--- src/hw/rtl/kwhm_pkg.sv ---
// Package for the k-way heap merge core: field widths, item kinds,
// default sizes and the controller/datapath command and status words.
// No dependencies.
package kwhm_pkg;

	localparam int DEF_NUM_SOURCES = 8;
	localparam int DEF_LIST_DEPTH  = 64;

	localparam int OFF_W  = 63;
	localparam int LEN_W  = 32;
	localparam int SRC_W  = 3;
	localparam int MODE_W = 2;
	localparam int DATA_W = 104;

	localparam logic [MODE_W-1:0] MODE_LOAD  = 2'd0;
	localparam logic [MODE_W-1:0] MODE_START = 2'd1;
	localparam logic [MODE_W-1:0] MODE_POP   = 2'd2;

	typedef struct packed {
		logic load;
		logic scan_init;
		logic scan_step;
		logic build_init;
		logic bi_dec;
		logic sift_init_build;
		logic rd_k;
		logic cap_k;
		logic rd_l;
		logic cmp_l;
		logic rd_r;
		logic cmp_r;
		logic swap;
		logic pop_rd;
		logic pop_cap;
		logic emit;
		logic emit_empty;
	} kwhm_cmd_t;

	typedef struct packed {
		logic scan_last;
		logic bi_zero;
		logic l_ok;
		logic r_ok;
		logic m_is_k;
		logic size_zero;
		logic out_busy;
	} kwhm_sts_t;

endpackage

--- src/hw/rtl/kwhm_ctrl.sv ---
// Controller of the k-way heap merge core: sequences load, heap build,
// sift-down and pop through command words to the datapath.
// Depends on kwhm_pkg.
module kwhm_ctrl import kwhm_pkg::*; (
	input  logic              clk,
	input  logic              arst_n,
	input  logic              s_tvalid,
	output logic              s_tready,
	input  logic [MODE_W-1:0] mode,
	input  kwhm_sts_t         sts,
	output kwhm_cmd_t         cmd
);

	localparam logic [3:0] ST_IDLE  = 4'd0;
	localparam logic [3:0] ST_SCAN  = 4'd1;
	localparam logic [3:0] ST_BINIT = 4'd2;
	localparam logic [3:0] ST_BSIFT = 4'd3;
	localparam logic [3:0] ST_SK    = 4'd4;
	localparam logic [3:0] ST_SKW   = 4'd5;
	localparam logic [3:0] ST_SLW   = 4'd6;
	localparam logic [3:0] ST_SRW   = 4'd7;
	localparam logic [3:0] ST_SSWAP = 4'd8;
	localparam logic [3:0] ST_PRD   = 4'd9;
	localparam logic [3:0] ST_PCAP  = 4'd10;
	localparam logic [3:0] ST_EMIT  = 4'd11;
	localparam logic [3:0] ST_EMPTY = 4'd12;

	logic [3:0] state_q;
	logic [3:0] state_d;
	logic       build_q;
	logic       build_d;

	assign s_tready = (state_q == ST_IDLE);

	always_comb begin
		cmd     = '0;
		state_d = state_q;
		build_d = build_q;
		case (state_q)
			ST_IDLE: begin
				if (s_tvalid) begin
					case (mode)
						MODE_LOAD: cmd.load = 1'b1;
						MODE_START: begin
							cmd.scan_init = 1'b1;
							build_d = 1'b1;
							state_d = ST_SCAN;
						end
						MODE_POP: begin
							build_d = 1'b0;
							state_d = sts.size_zero ? ST_EMPTY : ST_PRD;
						end
						default: ;
					endcase
				end
			end
			ST_SCAN: begin
				cmd.scan_step = 1'b1;
				if (sts.scan_last)
					state_d = ST_BINIT;
			end
			ST_BINIT: begin
				cmd.build_init = 1'b1;
				state_d = ST_BSIFT;
			end
			ST_BSIFT: begin
				if (sts.bi_zero) begin
					state_d = ST_IDLE;
				end else begin
					cmd.sift_init_build = 1'b1;
					state_d = ST_SK;
				end
			end
			ST_SK: begin
				if (sts.l_ok) begin
					cmd.rd_k = 1'b1;
					state_d = ST_SKW;
				end else if (build_q) begin
					cmd.bi_dec = 1'b1;
					state_d = ST_BSIFT;
				end else begin
					state_d = ST_EMIT;
				end
			end
			ST_SKW: begin
				cmd.cap_k = 1'b1;
				cmd.rd_l = 1'b1;
				state_d = ST_SLW;
			end
			ST_SLW: begin
				cmd.cmp_l = 1'b1;
				if (sts.r_ok) begin
					cmd.rd_r = 1'b1;
					state_d = ST_SRW;
				end else begin
					state_d = ST_SSWAP;
				end
			end
			ST_SRW: begin
				cmd.cmp_r = 1'b1;
				state_d = ST_SSWAP;
			end
			ST_SSWAP: begin
				if (!sts.m_is_k) begin
					cmd.swap = 1'b1;
					state_d = ST_SK;
				end else if (build_q) begin
					cmd.bi_dec = 1'b1;
					state_d = ST_BSIFT;
				end else begin
					state_d = ST_EMIT;
				end
			end
			ST_PRD: begin
				cmd.pop_rd = 1'b1;
				state_d = ST_PCAP;
			end
			ST_PCAP: begin
				cmd.pop_cap = 1'b1;
				state_d = ST_SK;
			end
			ST_EMIT: begin
				if (!sts.out_busy) begin
					cmd.emit = 1'b1;
					state_d = ST_IDLE;
				end
			end
			ST_EMPTY: begin
				if (!sts.out_busy) begin
					cmd.emit_empty = 1'b1;
					state_d = ST_IDLE;
				end
			end
			default: state_d = ST_IDLE;
		endcase
	end

	always_ff @(posedge clk or negedge arst_n) begin
		if (!arst_n) begin
			state_q <= ST_IDLE;
			build_q <= 1'b0;
		end else begin
			state_q <= state_d;
			build_q <= build_d;
		end
	end

endmodule

--- config.mk ---
export PLATFORM = sky130hd
export DESIGN_NAME = kwhm_ctrl
export DESIGN_NICKNAME = d
export VERILOG_FILES = /design/src/hw/rtl/kwhm_pkg.sv /design/src/hw/rtl/kwhm_ctrl.sv
export SDC_FILE = /design/constraint.sdc
export NUM_CORES = 1
export LEC_CHECK = 0
export ABC_AREA = 1
export BUFFER_PORTS_ARGS = -buffer_cell sky130_fd_sc_hd__buf_2
export CORE_UTILIZATION = 48
export CTS_BUF_LIST = sky130_fd_sc_hd__clkbuf_4
export CTS_CLUSTER_DIAMETER = 150
export DETAILED_ROUTE_END_ITERATION = 8
export PLACE_DENSITY = 0.88
export REMOVE_ABC_BUFFERS = 1
export SLEW_MARGIN = 20
export SYNTH_ARGS = -nofsm -noshare
export SYNTH_HDL_FRONTEND = slang
export SYNTH_SLANG_ARGS = --single-unit
export TNS_END_PERCENT = 100
--- constraint.sdc ---
create_clock -name clk -period 1.7 [get_ports clk]
set_input_delay 0.17 -clock clk [delete_from_list [all_inputs] [get_ports clk]]
set_output_delay 0.17 -clock clk [all_outputs]
set_load 0.02 [all_outputs]
==> impl_metrics.tcl <==
set metrics [dict create \
    outcome "finished, final reports clean" \
    cts_resized 0 \
    seq_area_frac_synth_pct 18.9 \
    hold_path_class "in -> reg" \
    die_w_um 39.1 \
    synth_area_um2 661 \
    cts_htree_levels 1 \
    diodes 0 \
    synth_cell_types 18 \
    final_cell_mix "40 x nand2_1, 29 x buf_2, 23 x inv_1, 9 x nor2_1" \
    routedWlPerCell_um 9.79 \
    vdd_drop_max_v 0.00104 \
    max_freq_mhz 619 \
    dp_hpwl_um 1360 \
    report.final.hold_viol_count 0 \
    synth_seq_cells 5 \
    m1WireLength_um 633 \
    end_kind "output pin" \
    drc 0 \
    yosysTopAreaCell "nand2_1" \
    drv_cap 0 \
    dieArea_um2 1530 \
    met3_length_um 91 \
    via_per_inst 4.82 \
    cts_tree "yes" \
    synth_top_area_share_pct 22.7 \
    dr_wl_met2_um 826 \
    drt_iter0_drc 12 \
    routed-via-count 786 \
    synthCells 115 \
    grt.overflow.total 0 \
    grt_pass1_wl_um 2540 \
    finalCriticalPeriod_ns 1.62 \
    finalWirelength_um 1600 \
    fin_nets 164 \
    io_pins 30 \
    synthTopCellsByArea "nand2_1 23%, dfrtp_1 19%, inv_1 13%, nand3_2 6.1%, ha_1 5.7%" \
    grt_pass1_vias 665 \
    fin_worst_skew_ns 0.0000836 \
    p_per_area_nw_per_um2 1440 \
    gp_congestion 0.825 \
    finalMaxSlewViolations 0 \
    setup_tns_ns 0 \
    grt_use_total_pct 24.6 \
    relSlewSlack_pct 82.3 \
    crit_path_max_fanout 8 \
    io_buffer_count 29 \
    clock_latency_ns 0.24 \
    critPathArrivalTime_ns 1.45 \
    grt_setup_unrepaired "no" \
    cts-buffers-inserted 3 \
    top_layer_used "met4" \
    fin_crit_sh_pct 95.0 \
    path_clk_slew_ns 0.04 \
    tightest_slew_ns 0.265 \
    die_h_um 39.1 \
    cp-start-kind "register" \
    root_buffer "clkbuf_4" \
    drtPass1Iterations 4 \
    core.rowCount 13 \
    cp.required_ns 1.53 \
    ys_warn_count 0 \
    cts.sinks 5 \
    start_util_pct 51.4 \
    leakagePower_nw 0.658 \
    layout_commonest_cell "nand2_1" \
    avgSynthCellArea_um2 5.74 \
    drive_above_1_share_pct 37.8 \
    core_um2 1280 \
    ant_nets 0 \
    setup_violations 0 \
    syn_to_final_growth_pct 29.7 \
    crit_type "reg -> out" \
    clockBufferDepth 2 \
    grt_max_degree 9 \
    antenna_found_initial 0 \
    hold_ws_ns 0.211 \
]
-- where the power goes --
group	switching, W	internal (W)	total [W]
sequential	0.0000751	0.000173	0.000248
clock	0.0000460	0.000104	0.000150
combinational	0.000565	0.000268	0.000833
total	0.000687	0.000545	0.00123
-- critical path, stage by stage (launching register included) --
cell and delay, ns:
dfrtp_1 0.44, nor2_4 0.28, nand2_4 0.10, inv_4 0.08
and3_1 0.15, buf_2 0.16
-- final timing paths --
path	startpoint	to	slack [ns]	depth (start not counted)
setup / recovery	state_q[0]	cmd[16]	0.08	5
hold / removal	sts[0]	state_q[3]	0.21	3
setup reg to reg	state_q[0]	state_q[2]	0.39	8
hold reg to reg	build_q	build_q	0.51	2
max in group asynchronous	arst_n	state_q[0]	1.29	2
min in group asynchronous	arst_n	state_q[3]	0.28	2
-- repair_timing --
item | in CTS | in global routing
buffers inserted | 0 | 0
endpoints found under the hold margin | 5 | 0
hold buffers | 1 | 0
-- layer usage --
| layer | GRT usage (%) | vias to the layer above |
|---|---|---|
| met5 | 0 | - |
| li1 | - | 406 |
| met3 | 4.05 | 8 |
| met2 | 44.2 | 36 |
| met1 | 26.5 | 336 |
| met4 | 14.7 | 0 |
-- cell families after synthesis --
| group | count (synthesis) | synth area share (%) |
|---|---|---|
| flops | 5 | 18.9 |
| simple gates | 74 | 54.9 |
| buf+inv | 29 | 17.4 |
| compound gates | 4 | 3.03 |
| fa+ha+maj | 3 | 5.68 |
-- final cells by class --
cell class	instances	area, µm²
sequential	5	125
fill	121	428
multi-input combinational	81	420
timing repair buffer	30	155
inverter	28	108
clock buffer	4	30.0
tap	15	18.8
-- state kept, by name (all words and copies together), names as in the netlist --
name     cells
state_q      4
build_q      1
-- Yosys cell counts, drive strengths merged --
library cell	number
dfrtp	5
nand3	10
nand2	47
ha	3
buf	1
inv	28
o21ai	3
nor2	16
and3	1
a21oi	1
-- through the flow --
stage | cell area (µm²) | total power, W | utilization (%) | setup slack [ns] | cells
6_report | 857 | 0.00123 | 66.7 | 0.0848 | 163
5_1_grt | 857 | 0.00134 | 66.7 | 0.00823 | 163
4_1_cts | 857 | 0.00123 | 66.7 | 0.0715 | 163
3_5_place_dp | 817 | 0.00108 | 63.6 | 0.337 | 158
3_3_place_gp | 817 | 0.00105 | 63.6 | 0.402 | 158
2_1_floorplan | 653 | 0.000868 | - | 0.388 | 114
(Power assumes the default switching activity.)
